### config.mk
export PLATFORM = sky130hd
export DESIGN_NAME = triangle_subdivision_address_flat
export DESIGN_NICKNAME = d
export VERILOG_FILES = /design/src/rtl/tsa_pkg.sv /design/src/rtl/tsa_in_if.sv /design/src/rtl/tsa_out_if.sv /design/src/rtl/tsa_front.sv /design/src/rtl/tsa_queue.sv /design/src/rtl/tsa_walk.sv /design/src/rtl/triangle_subdivision_address.sv /design/src/flat_wrapper.sv
export SDC_FILE = /design/constraint.sdc
export NUM_CORES = 1
export LEC_CHECK = 0
export ABC_AREA = 1
export BUFFER_PORTS_ARGS = -buffer_cell sky130_fd_sc_hd__buf_2
export CORE_MARGIN = 2
export CORE_UTILIZATION = 55
export DETAILED_ROUTE_END_ITERATION = 16
export GPL_TIMING_DRIVEN = 0
export PLACE_DENSITY_LB_ADDON = 0.1
export SYNTH_ARGS = -nofsm -noshare
export SYNTH_HDL_FRONTEND = slang
export SYNTH_SLANG_ARGS = --single-unit
export TNS_END_PERCENT = 50
### constraint.sdc
create_clock -name i_clk -period 14.6 [get_ports i_clk]
set_input_delay 1.46 -clock i_clk [delete_from_list [all_inputs] [get_ports i_clk]]
set_output_delay 1.46 -clock i_clk [all_outputs]
set_load 0.02 [all_outputs]
### src/rtl/tsa_pkg.sv
// shared constants, symbol codes and queue entry type for the subdivision address block
package tsa_pkg;

    localparam int FRAC_BITS = 16;
    localparam int CW        = FRAC_BITS + 1;
    localparam int PREC_MAX  = 16;
    localparam int PW        = 5;
    localparam int SW        = 4;
    localparam int MAX_SYMS  = PREC_MAX + 1;
    localparam int CNT_W     = 5;

    typedef logic [SW-1:0] t_sym;

    localparam t_sym SYM_T0  = 4'd0;
    localparam t_sym SYM_T1  = 4'd1;
    localparam t_sym SYM_T2  = 4'd2;
    localparam t_sym SYM_T3  = 4'd3;
    localparam t_sym SYM_P0  = 4'd4;
    localparam t_sym SYM_P1  = 4'd5;
    localparam t_sym SYM_P2  = 4'd6;
    localparam t_sym SYM_P3  = 4'd7;
    localparam t_sym SYM_BAD = 4'd8;

    localparam logic [PW-1:0] PREC_RESET = 5'd16;

    typedef struct packed {
        logic          bad;
        logic [CW-1:0] one;
        logic [CW-1:0] u;
        logic [CW-1:0] v;
        logic [CW-1:0] w;
    } t_entry;

    typedef struct packed {
        logic full;
        logic valid;
    } t_q_status;

endpackage

### src/rtl/tsa_in_if.sv
// request channel carrying one point's barycentric coordinates
interface tsa_in_if;
    logic                  valid;
    logic                  ready;
    logic [tsa_pkg::CW-1:0] u_coord;
    logic [tsa_pkg::CW-1:0] v_coord;

    modport source (output valid, output u_coord, output v_coord, input ready);
    modport sink   (input valid, input u_coord, input v_coord, output ready);
endinterface

### src/rtl/tsa_out_if.sv
// output channel carrying one address symbol and its last flag
interface tsa_out_if;
    logic                   valid;
    logic                   ready;
    tsa_pkg::t_sym          symbol;
    logic                   last;

    modport source (output valid, output symbol, output last, input ready);
    modport sink   (input valid, input symbol, input last, output ready);
endinterface

### src/rtl/tsa_front.sv
// front end: precision register, rounding and sum check, pushes work into the queue
module tsa_front (
    input  logic                      i_clk,
    input  logic                      i_rst_n,
    input  logic                      i_cfg_we,
    input  logic [tsa_pkg::PW-1:0]    i_cfg_wdata,
    tsa_in_if.sink                    i_pt,
    input  tsa_pkg::t_q_status        i_q_status,
    output logic                      o_push,
    output tsa_pkg::t_entry           o_entry
);

    logic [tsa_pkg::PW-1:0]   r_precision;
    logic [tsa_pkg::PW-1:0]   p;
    logic [tsa_pkg::CW-1:0]   one;
    logic [tsa_pkg::CW-1:0]   u_rnd;
    logic [tsa_pkg::CW-1:0]   v_rnd;
    logic [tsa_pkg::CW:0]     uv_sum;

    function automatic logic [tsa_pkg::CW-1:0] round_coord(
        input logic [tsa_pkg::CW-1:0] c,
        input logic [tsa_pkg::PW-1:0] prec
    );
        logic [3:0]              d;
        logic [tsa_pkg::CW-1:0]  t;
        logic [tsa_pkg::CW-1:0]  r;
        if (prec == tsa_pkg::PW'(tsa_pkg::FRAC_BITS)) begin
            r = c;
        end else begin
            // shift to one bit below the kept lsb, then add that bit
            d = 4'(tsa_pkg::PW'(tsa_pkg::FRAC_BITS - 1) - prec);
            t = c >> d;
            r = (t >> 1) + tsa_pkg::CW'(t[0]);
        end
        return r;
    endfunction

    always_ff @(posedge i_clk) begin
        if (!i_rst_n) begin
            r_precision <= tsa_pkg::PREC_RESET;
        end else if (i_cfg_we) begin
            r_precision <= i_cfg_wdata;
        end
    end

    always_comb begin
        p = (r_precision > tsa_pkg::PW'(tsa_pkg::PREC_MAX)) ?
            tsa_pkg::PW'(tsa_pkg::PREC_MAX) : r_precision;
        one    = tsa_pkg::CW'(1) << p;
        u_rnd  = round_coord(i_pt.u_coord, p);
        v_rnd  = round_coord(i_pt.v_coord, p);
        uv_sum = {1'b0, u_rnd} + {1'b0, v_rnd};

        o_entry.bad = uv_sum > {1'b0, one};
        o_entry.one = one;
        o_entry.u   = u_rnd;
        o_entry.v   = v_rnd;
        o_entry.w   = one - u_rnd - v_rnd;
    end

    assign i_pt.ready = !i_q_status.full;
    assign o_push     = i_pt.valid && !i_q_status.full;

endmodule

### src/rtl/tsa_queue.sv
// small queue of classified points between front end and walker
module tsa_queue #(
    parameter int DEPTH = 2
) (
    input  logic                i_clk,
    input  logic                i_rst_n,
    input  logic                i_push,
    input  tsa_pkg::t_entry     i_entry,
    input  logic                i_pop,
    output tsa_pkg::t_entry     o_entry,
    output tsa_pkg::t_q_status  o_status
);

    localparam int AW = (DEPTH > 1) ? $clog2(DEPTH) : 1;
    localparam int NW = $clog2(DEPTH + 1);

    tsa_pkg::t_entry r_mem [DEPTH];
    logic [AW-1:0]   r_wptr;
    logic [AW-1:0]   r_rptr;
    logic [NW-1:0]   r_count;
    logic            do_push;
    logic            do_pop;

    assign do_push = i_push && (r_count != NW'(DEPTH));
    assign do_pop  = i_pop && (r_count != '0);

    always_ff @(posedge i_clk) begin
        if (do_push) begin
            r_mem[r_wptr] <= i_entry;
        end
    end

    always_ff @(posedge i_clk) begin
        if (!i_rst_n) begin
            r_wptr  <= '0;
            r_rptr  <= '0;
            r_count <= '0;
        end else begin
            if (do_push) begin
                r_wptr <= (r_wptr == AW'(DEPTH - 1)) ? '0 : r_wptr + AW'(1);
            end
            if (do_pop) begin
                r_rptr <= (r_rptr == AW'(DEPTH - 1)) ? '0 : r_rptr + AW'(1);
            end
            if (do_push && !do_pop) begin
                r_count <= r_count + NW'(1);
            end else if (do_pop && !do_push) begin
                r_count <= r_count - NW'(1);
            end
        end
    end

    assign o_entry        = r_mem[r_rptr];
    assign o_status.full  = (r_count == NW'(DEPTH));
    assign o_status.valid = (r_count != '0);

endmodule

### src/rtl/tsa_walk.sv
// back end: walks the subdivision one level per cycle into the output register unless the output stalls
module tsa_walk (
    input  logic                i_clk,
    input  logic                i_rst_n,
    input  tsa_pkg::t_entry     i_entry,
    input  tsa_pkg::t_q_status  i_q_status,
    output logic                o_pop,
    tsa_out_if.source           o_sym
);

    logic                        r_busy;
    logic                        r_bad;
    logic [tsa_pkg::CW-1:0]      r_one;
    logic [tsa_pkg::CW-1:0]      r_u;
    logic [tsa_pkg::CW-1:0]      r_v;
    logic [tsa_pkg::CW-1:0]      r_w;
    logic [tsa_pkg::CNT_W-1:0]   r_cnt;
    logic                        r_out_valid;
    tsa_pkg::t_sym               r_symbol;
    logic                        r_last;

    logic                        adv;
    logic                        stop;
    tsa_pkg::t_sym               sym;
    logic [tsa_pkg::CW:0]        u2;
    logic [tsa_pkg::CW:0]        v2;
    logic [tsa_pkg::CW:0]        w2;
    logic [tsa_pkg::CW:0]        one2;
    logic [tsa_pkg::CW:0]        nu;
    logic [tsa_pkg::CW:0]        nv;
    logic [tsa_pkg::CW:0]        nw;

    assign adv   = r_busy && (!r_out_valid || o_sym.ready);
    assign o_pop = !r_busy && i_q_status.valid;

    always_comb begin
        u2   = {r_u, 1'b0};
        v2   = {r_v, 1'b0};
        w2   = {r_w, 1'b0};
        one2 = {1'b0, r_one};
        nu   = u2;
        nv   = v2;
        nw   = w2;
        stop = 1'b1;
        if (r_bad) begin
            sym = tsa_pkg::SYM_BAD;
        end else if (r_u == r_one) begin
            sym = tsa_pkg::SYM_P0;
        end else if (r_v == r_one) begin
            sym = tsa_pkg::SYM_P1;
        end else if (r_w == r_one) begin
            sym = tsa_pkg::SYM_P2;
        end else if (r_u == r_v && r_v == r_w) begin
            sym = tsa_pkg::SYM_P3;
        end else begin
            stop = 1'b0;
            if (u2 >= one2) begin
                sym = tsa_pkg::SYM_T0;
                nu  = u2 - one2;
            end else if (v2 >= one2) begin
                sym = tsa_pkg::SYM_T1;
                nv  = v2 - one2;
            end else if (w2 >= one2) begin
                sym = tsa_pkg::SYM_T2;
                nw  = w2 - one2;
            end else begin
                // middle child flips orientation
                sym = tsa_pkg::SYM_T3;
                nu  = one2 - w2;
                nv  = one2 - u2;
                nw  = one2 - v2;
            end
        end
    end

    always_ff @(posedge i_clk) begin
        if (!i_rst_n) begin
            r_busy      <= 1'b0;
            r_cnt       <= '0;
            r_out_valid <= 1'b0;
        end else begin
            if (o_pop) begin
                r_busy <= 1'b1;
                r_cnt  <= '0;
            end else if (adv) begin
                // cap guards the walk length even though it always ends in time
                if (stop || r_cnt == tsa_pkg::CNT_W'(tsa_pkg::MAX_SYMS - 1)) begin
                    r_busy <= 1'b0;
                end
                r_cnt <= r_cnt + tsa_pkg::CNT_W'(1);
            end
            if (adv) begin
                r_out_valid <= 1'b1;
            end else if (o_sym.ready) begin
                r_out_valid <= 1'b0;
            end
        end
    end

    always_ff @(posedge i_clk) begin
        if (o_pop) begin
            r_bad <= i_entry.bad;
            r_one <= i_entry.one;
            r_u   <= i_entry.u;
            r_v   <= i_entry.v;
            r_w   <= i_entry.w;
        end else if (adv) begin
            r_u <= nu[tsa_pkg::CW-1:0];
            r_v <= nv[tsa_pkg::CW-1:0];
            r_w <= nw[tsa_pkg::CW-1:0];
        end
        if (adv) begin
            r_symbol <= sym;
            r_last   <= stop || (r_cnt == tsa_pkg::CNT_W'(tsa_pkg::MAX_SYMS - 1));
        end
    end

    assign o_sym.valid  = r_out_valid;
    assign o_sym.symbol = r_symbol;
    assign o_sym.last   = r_last;

endmodule

### src/rtl/triangle_subdivision_address.sv
// top level: an accepted request is queued and loaded into the walker once it is idle;
// a point of n symbols (n = 1 to precision + 1) holds the walker for the load from the
// queue, then one subdivision level per cycle while the output is not stalled
// the queue (two entries by default) lets new points be taken while the walker is still busy
// reset is synchronous active low: queue and walker empty, precision back to 16
module triangle_subdivision_address #(
    parameter int QUEUE_DEPTH = 2
) (
    input  logic                    i_clk,
    input  logic                    i_rst_n,
    input  logic                    i_cfg_we,
    input  logic [tsa_pkg::PW-1:0]  i_cfg_wdata,
    tsa_in_if.sink                  i_pt,
    tsa_out_if.source               o_sym
);

    tsa_pkg::t_entry    push_entry;
    tsa_pkg::t_entry    head_entry;
    tsa_pkg::t_q_status q_status;
    logic               push;
    logic               pop;

    tsa_front u_front (
        .i_clk       (i_clk),
        .i_rst_n     (i_rst_n),
        .i_cfg_we    (i_cfg_we),
        .i_cfg_wdata (i_cfg_wdata),
        .i_pt        (i_pt),
        .i_q_status  (q_status),
        .o_push      (push),
        .o_entry     (push_entry)
    );

    tsa_queue #(
        .DEPTH (QUEUE_DEPTH)
    ) u_queue (
        .i_clk    (i_clk),
        .i_rst_n  (i_rst_n),
        .i_push   (push),
        .i_entry  (push_entry),
        .i_pop    (pop),
        .o_entry  (head_entry),
        .o_status (q_status)
    );

    tsa_walk u_walk (
        .i_clk      (i_clk),
        .i_rst_n    (i_rst_n),
        .i_entry    (head_entry),
        .i_q_status (q_status),
        .o_pop      (pop),
        .o_sym      (o_sym)
    );

endmodule
### src/flat_wrapper.sv
// flat-port wrapper written by rule: the top's interface ports become plain ports
module triangle_subdivision_address_flat 
#(
    parameter int QUEUE_DEPTH = 2
)
  (i_clk, i_rst_n, i_cfg_we, i_cfg_wdata, i_pt_valid, i_pt_u_coord, i_pt_v_coord, i_pt_ready, o_sym_valid, o_sym_symbol, o_sym_last, o_sym_ready);
  tsa_in_if i_pt_i ();
  tsa_out_if o_sym_i ();
  input  logic i_clk;
  input  logic i_rst_n;
  input  logic i_cfg_we;
  input  logic [tsa_pkg::PW-1:0] i_cfg_wdata;
  input wire logic [$bits(i_pt_i.valid)-1:0] i_pt_valid;
  input wire logic [$bits(i_pt_i.u_coord)-1:0] i_pt_u_coord;
  input wire logic [$bits(i_pt_i.v_coord)-1:0] i_pt_v_coord;
  output wire logic [$bits(i_pt_i.ready)-1:0] i_pt_ready;
  output wire logic [$bits(o_sym_i.valid)-1:0] o_sym_valid;
  output wire logic [$bits(o_sym_i.symbol)-1:0] o_sym_symbol;
  output wire logic [$bits(o_sym_i.last)-1:0] o_sym_last;
  input wire logic [$bits(o_sym_i.ready)-1:0] o_sym_ready;
  assign i_pt_i.valid = i_pt_valid;
  assign i_pt_i.u_coord = i_pt_u_coord;
  assign i_pt_i.v_coord = i_pt_v_coord;
  assign i_pt_ready = i_pt_i.ready;
  assign o_sym_valid = o_sym_i.valid;
  assign o_sym_symbol = o_sym_i.symbol;
  assign o_sym_last = o_sym_i.last;
  assign o_sym_i.ready = o_sym_ready;
  triangle_subdivision_address #(.QUEUE_DEPTH(QUEUE_DEPTH)) u_core (.i_clk(i_clk), .i_rst_n(i_rst_n), .i_cfg_we(i_cfg_we), .i_cfg_wdata(i_cfg_wdata), .i_pt(i_pt_i), .o_sym(o_sym_i));
endmodule
==> After elaboration in Yosys (flattened, before gate mapping) <==
Memories as Yosys holds them, arrays and structs flattened. A register that Yosys moved wholly into a read port is not among the register bits.
Index checks and enable logic that the tools add are counted.
{ "totals": {"ram_bits": 138, "ff_bits": 90, "output_inout_bits": 7, "n_memories": 1, "input_bits": 44, "elab_cells": 134} }
{ "classes": {"n_bitwise": 1, "muxes": 58, "shifts": 3, "addsub": 17, "eq_ne": 9, "magnitude_cmp": 5, "reduce_logical": 24} }
{ "mem_list": {"columns": ["name", "depth", "width", "read_ports", "rd_ports_with_merged_regs", "write_ports", "line_no", "rtl"], "rows": [
  ["u_core.u_queue.r_mem", 2, 69, 1, 1, 1, "tsa_queue.sv:17", "tsa_pkg::t_entry r_mem [DEPTH];"]
]} }
{ "ops": {"columns": ["op", "n"], "rows": [
  ["$mux 17", 32],
  ["$sub 17x17->17", 8],
  ["$eq 17x17->1", 5],
  ["$ge 18x17->1", 3],
  ["$add 16x1->17", 2],
  ["$shr 17x4->17", 2],
  ["$add 17x17->18", 1],
  ["$gt 18x17->1", 1],
  ["$mux 1", 17],
  ["$shl 1x5->17 const A", 1],
  ["$mux 3", 4],
  ["$eq 5x5->1 const B", 2],
  ["$reduce_bool 2->1", 5],
  ["$logic_and 1x1->1", 8],
  ["$mux 2", 4],
  ["$add 5x1->5 const B", 1],
  ["$gt 5x5->1 const B", 1],
  ["$logic_not 1->1", 5],
  ["$mux 5", 1],
  ["$reduce_or 2->1", 2],
  ["$sub 4x4->4 const A", 1],
  ["$reduce_or 3->1", 1],
  ["$add 1x1->1 const B", 2],
  ["$add 2x1->2 const B", 1],
  ["6 further kinds", 7]
]} }

==> Logic depth before layout (Yosys ltp) <==
{ "depth": {"ltp_word": 11, "ltp_mapped": 43, "depth_no_buf": 41} }

==> By module <==
A second synthesis with hierarchy kept.
{ "hier_totals": {"hier_cells": 3012, "area_unflattened_um2": 21941.0} }
{ "by_module_without_submodules": {"columns": ["module", "area_each_um2", "instances", "cells_per_inst"], "rows": [
  ["tsa_walk", 11071.9, 1, 1787],
  ["tsa_front", 5606.6, 1, 973],
  ["tsa_queue", 5262.5, 1, 252]
]} }

==> Worst setup path before layout <==
No wires, ideal clock.
{ "synth_timing": {"kind": "input to register", "start": "input i_pt_v_coord[16]", "end": "memory u_core.u_queue.r_mem[0][68] in the netlist's numbering, data pin", "path_slack_ns": 8.503, "arrival_ns": 5.835, "setup_time_ns": 0.263, "stages": 38, "required_ns": 14.337, "cell_sequence": "inv_1 nand2_1 o21ai_0 nand2_1 and2_1 o21ai_2 nand2_1 nand2_1 inv_1 ha_1 ha_1 xor2_1 a21oi_1 ha_1 a21oi_1 nand2_1 a21oi_1 o21bai_1 [2 not listed] nor2_1 nand3_1 nand2_1 nand2_1 nand2_2 nand2_2 nand2_1 nand2_1 nand2_1 ha_1 nand2_1 nor2_1 a211oi_1 a21boi_0 o21ai_0 a21o_1 a211oi_1 nand2_1"} }
{ "synth_lines": {"columns": ["item", "line_no", "rtl"], "rows": [
  ["from (decl)", "flat_wrapper.sv:15", "input wire logic [$bits(i_pt_i.v_coord)-1:0] i_pt_v_coord;"],
  ["to (decl)", "tsa_queue.sv:17", null]
]} }

==> key figures <==
Status
  • Status: finished, final reports clean

Clocking
  • CTS tree: yes
  • Clk Latency, worst-skew pair: 550 ps
  • Root Driver: clkbuf_16
  • Clock buffer depth: 3
  • Post-CTS Setup Bufs: 0
  • Resized cells post-CTS: 0
  • Num CTS Buffers: 26
  • CTS Hold Buffers Added: 0
  • CTS H-tree lvls: 1
  • Clock transition at the registers of the reported paths: 60 ps
  • Clock sink count: 229

GRT
  • Grt ovf: 0
  • All-Layer GR Usage: 39.83%
  • Vias in the first global route: 18.84k
  • First-pass GRT wire length: 109,200 µm
  • Largest net degree at the start of global routing: 36
  • Initial antenna violation count: 2

Detailed routing
  • Antenna viol nets, final: 0
  • DRC: 0
  • DR WL/cell: 23.66 µm
  • Wirelength, routed: 73,750 µm
  • 1st-iter DRT viols: 1,643
  • Via count: 18.86k
  • Drt pass-1 iters: 6
  • Via density: 6.052

Power and ir drop
  • Power per cell area: 265.9 nW/µm²
  • Max IR drop VDD: 0.1521 mV
  • Leakage: 9.589 nW
  • Total Power: 5.715 mW

Cells and area
  • Post-route cell area: 21,490 µm²
  • Layout cells sized above 1: 7.455%
  • Nets: 2,861
  • Ant diodes: 0
  • Layout Cells excl Fill: 3,117
  • Syn-to-layout area delta: 9.240%

Logic synthesis
  • Largest family of logic cells by synthesized area: simple AND/OR/NAND/NOR gates
  • Area fraction of the dominant cell type after synthesis: 32.35%
  • Gate Count Post-Synth: 2,554
  • Post-Synth Simple-Gate Area: 24.46%
  • Post-Syn Nets: 2,778
  • Synthesized area: 19,680 µm²
  • Area leader, netlist: edfxtp_1
  • Post-Synth XOR/XNOR Area: 7.166%
  • Synth top area cells: edfxtp_1, nand2_1, ha_1
  • Average size of a mapped cell: 7.704 µm²
  • Top_reg_cell synth: edfxtp_1
  • Proportion of synthesized area in mux cells: 0.05087%
  • Yosys warns: 0
  • Synth cell count leaders: nand2_1, inv_1, edfxtp_1
  • Sequential fraction of the synthesis area: 34.08%
  • Async set or reset register ratio after synthesis: 0%
  • Post-synthesis register bit count: 229
  • Distinct cells, synth: 62
  • Adder-cell share of the synthesized area: 12.17%
  • Most numerous cell in the Yosys netlist: nand2_1
  • Compound-Gate Fraction of Synth Area: 14.07%
  • EDFF count, synth: 212

Hold path
  • Hold Crit Class: register to register
  • Hold Path Origin: u_core.u_walk.r_bad$_DFFE_PP_
  • Worst Hold Depth: 0
  • Worst Hold Path EP: u_core.u_walk.o_sym.symbol[3]$_SDFFCE_PP1P_

Floorplan
  • Die height: 193.1 µm
  • Chip width: 193.1 µm
  • DIE AREA: 37,310 µm²
  • # rows: 69
  • Initial core utilization: 55.59%
  • Boundary Pins: 51
  • Core area: 35,400 µm²

Timing
  • Tmin final: 8082 ps
  • Worst-Margin Slew: 1084 ps
  • Final hold vios: 0
  • FMAX: 123.7 MHz
  • Final Cycle Share: 55.36%
  • Skew final: 21.71 ps
  • RSZ-0062 raised after global routing: false
  • Slew Viols, Final: 0
  • Setup TNS: 0 ps
  • Worst relative slew slack: 27.49%
  • Final setup vio count: 0

Worst setup path
  • CP max FO: 10
  • Critical path's slowest cell: dfxtp_1
  • Crit Path Class: register to register
  • Critical Path AT: 8410 ps
  • CP Capture Type: register
  • Crit path launch: u_core.u_front.r_precision[4]$_SDFFE_PN1P_
  • R2R Setup Slk: 6520 ps
  • CP required: 14,930 ps
  • Startpoint types: register
  • RR Endpoint: u_core.u_queue.r_mem[0][68]$_DFFE_PP_
  • Slowest stage delay, CP: 610 ps
  • R2R cell count: 33
  • Worst path bufs/invs: 6
  • Start of the worst register-to-register path: u_core.u_front.r_precision[4]$_SDFFE_PN1P_
  • Delay-heaviest family, CP: compound AO/OA/AOI/OAI gates

Placement
  • Port bufs: 50
  • Placed Cells: 3,070
  • HPWL Detailed: 60,140 µm
  • DP Area: 20,640 µm²
  • Gpl congestion: 1.074

Run
  • Max cap viols: 0
## state kept, by name (all words and copies together) (netlist names), named ones only
| register | cells |
|---|---|
| u_core.u_front.r_precision | 5 |
| u_core.u_queue.r_count | 2 |
| u_core.u_queue.r_mem | 138 |
| u_core.u_queue.r_rptr | 1 |
| u_core.u_queue.r_wptr | 1 |
| u_core.u_walk.o_sym.last | 1 |
| u_core.u_walk.o_sym.symbol | 4 |
| u_core.u_walk.o_sym.valid | 1 |
| u_core.u_walk.r_bad | 1 |
| u_core.u_walk.r_busy | 1 |
| u_core.u_walk.r_cnt | 5 |
| u_core.u_walk.r_one | 17 |
| u_core.u_walk.r_u | 17 |
| u_core.u_walk.r_v | 17 |
| u_core.u_walk.r_w | 17 |
## routing by layer
metal  vias to the layer above  GRT usage, %  part of all wire, %
li1                       8785             -                    -
met1                      8883         44.29                   36
met2                       886         67.62                   47
met3                       309         5.756                  7.1
met4                         0         33.28                  9.6
met5                         -             0                    0
## placed cells by master (no fill, tap or decap), types with 20 or more instances in the layout
master / n
ha_1: 161
a21oi_1: 181
edfxtp_1: 212
nand3_1: 185
xnor2_1: 49
o21ai_0: 119
nor3_1: 26
a31oi_1: 20
nor2_1: 140
clkbuf_16: 27
nand2_1: 653
inv_1: 286
clkbuf_1: 68
nand4_1: 30
xor2_1: 112
o22ai_1: 34
buf_2: 69
## power by group
group | internal, mW | switching [mW]
registers | 1.04 | 0.274
clock network | 0.392 | 0.270
logic | 1.18 | 2.56
total | 2.61 | 3.10
## kinds of logic (layout without fill, tap and decap cells)
kind of cell | Yosys count | after routing
flops | 229 | 229
simple gates | 1116 | 1116
fa+ha+maj | 180 | 180
mux | 1 | 1
compound gates | 469 | 469
xor+xnor | 161 | 161
buf+inv | 398 | 500
## worst max path at each step
stage / to / cells after the start / slack, ps
floorplan: u_core.u_queue.r_mem[0][68]$_DFFE_PP_ / 38 / 8500
global placement: u_core.u_queue.r_mem[0][68]$_DFFE_PP_ / 33 / 7050
detailed placement: u_core.u_queue.r_mem[0][68]$_DFFE_PP_ / 33 / 6960
CTS: u_core.u_queue.r_mem[0][68]$_DFFE_PP_ / 33 / 6910
global route: u_core.u_queue.r_mem[0][68]$_DFFE_PP_ / 37 / 6300
finish: u_core.u_queue.r_mem[0][68]$_DFFE_PP_ / 33 / 6520
## per-stage QoR
step                utilization, %  hold WS, ps  setup slack, ps
finish                       60.72        458.8             6518
CTS                          60.72        462.2             6913
detailed placement           58.30        454.7             6959
global placement             57.93        437.3             7054
global route                 60.72        464.0             6302
floorplan                        -        425.7             8503
## final cells by class
cell class | instances | area (µm²)
timing repair buffer | 55 | 365.4
multi-input combinational | 1927 | 11410
clock inverter | 16 | 166.4
inverter | 296 | 1111
sequential | 229 | 6706
tap | 461 | 576.8
fill | 3252 | 13900
buffer | 102 | 464.2
clock buffer | 31 | 690.7
No activity file was read; power rests on OpenSTA's default activity.
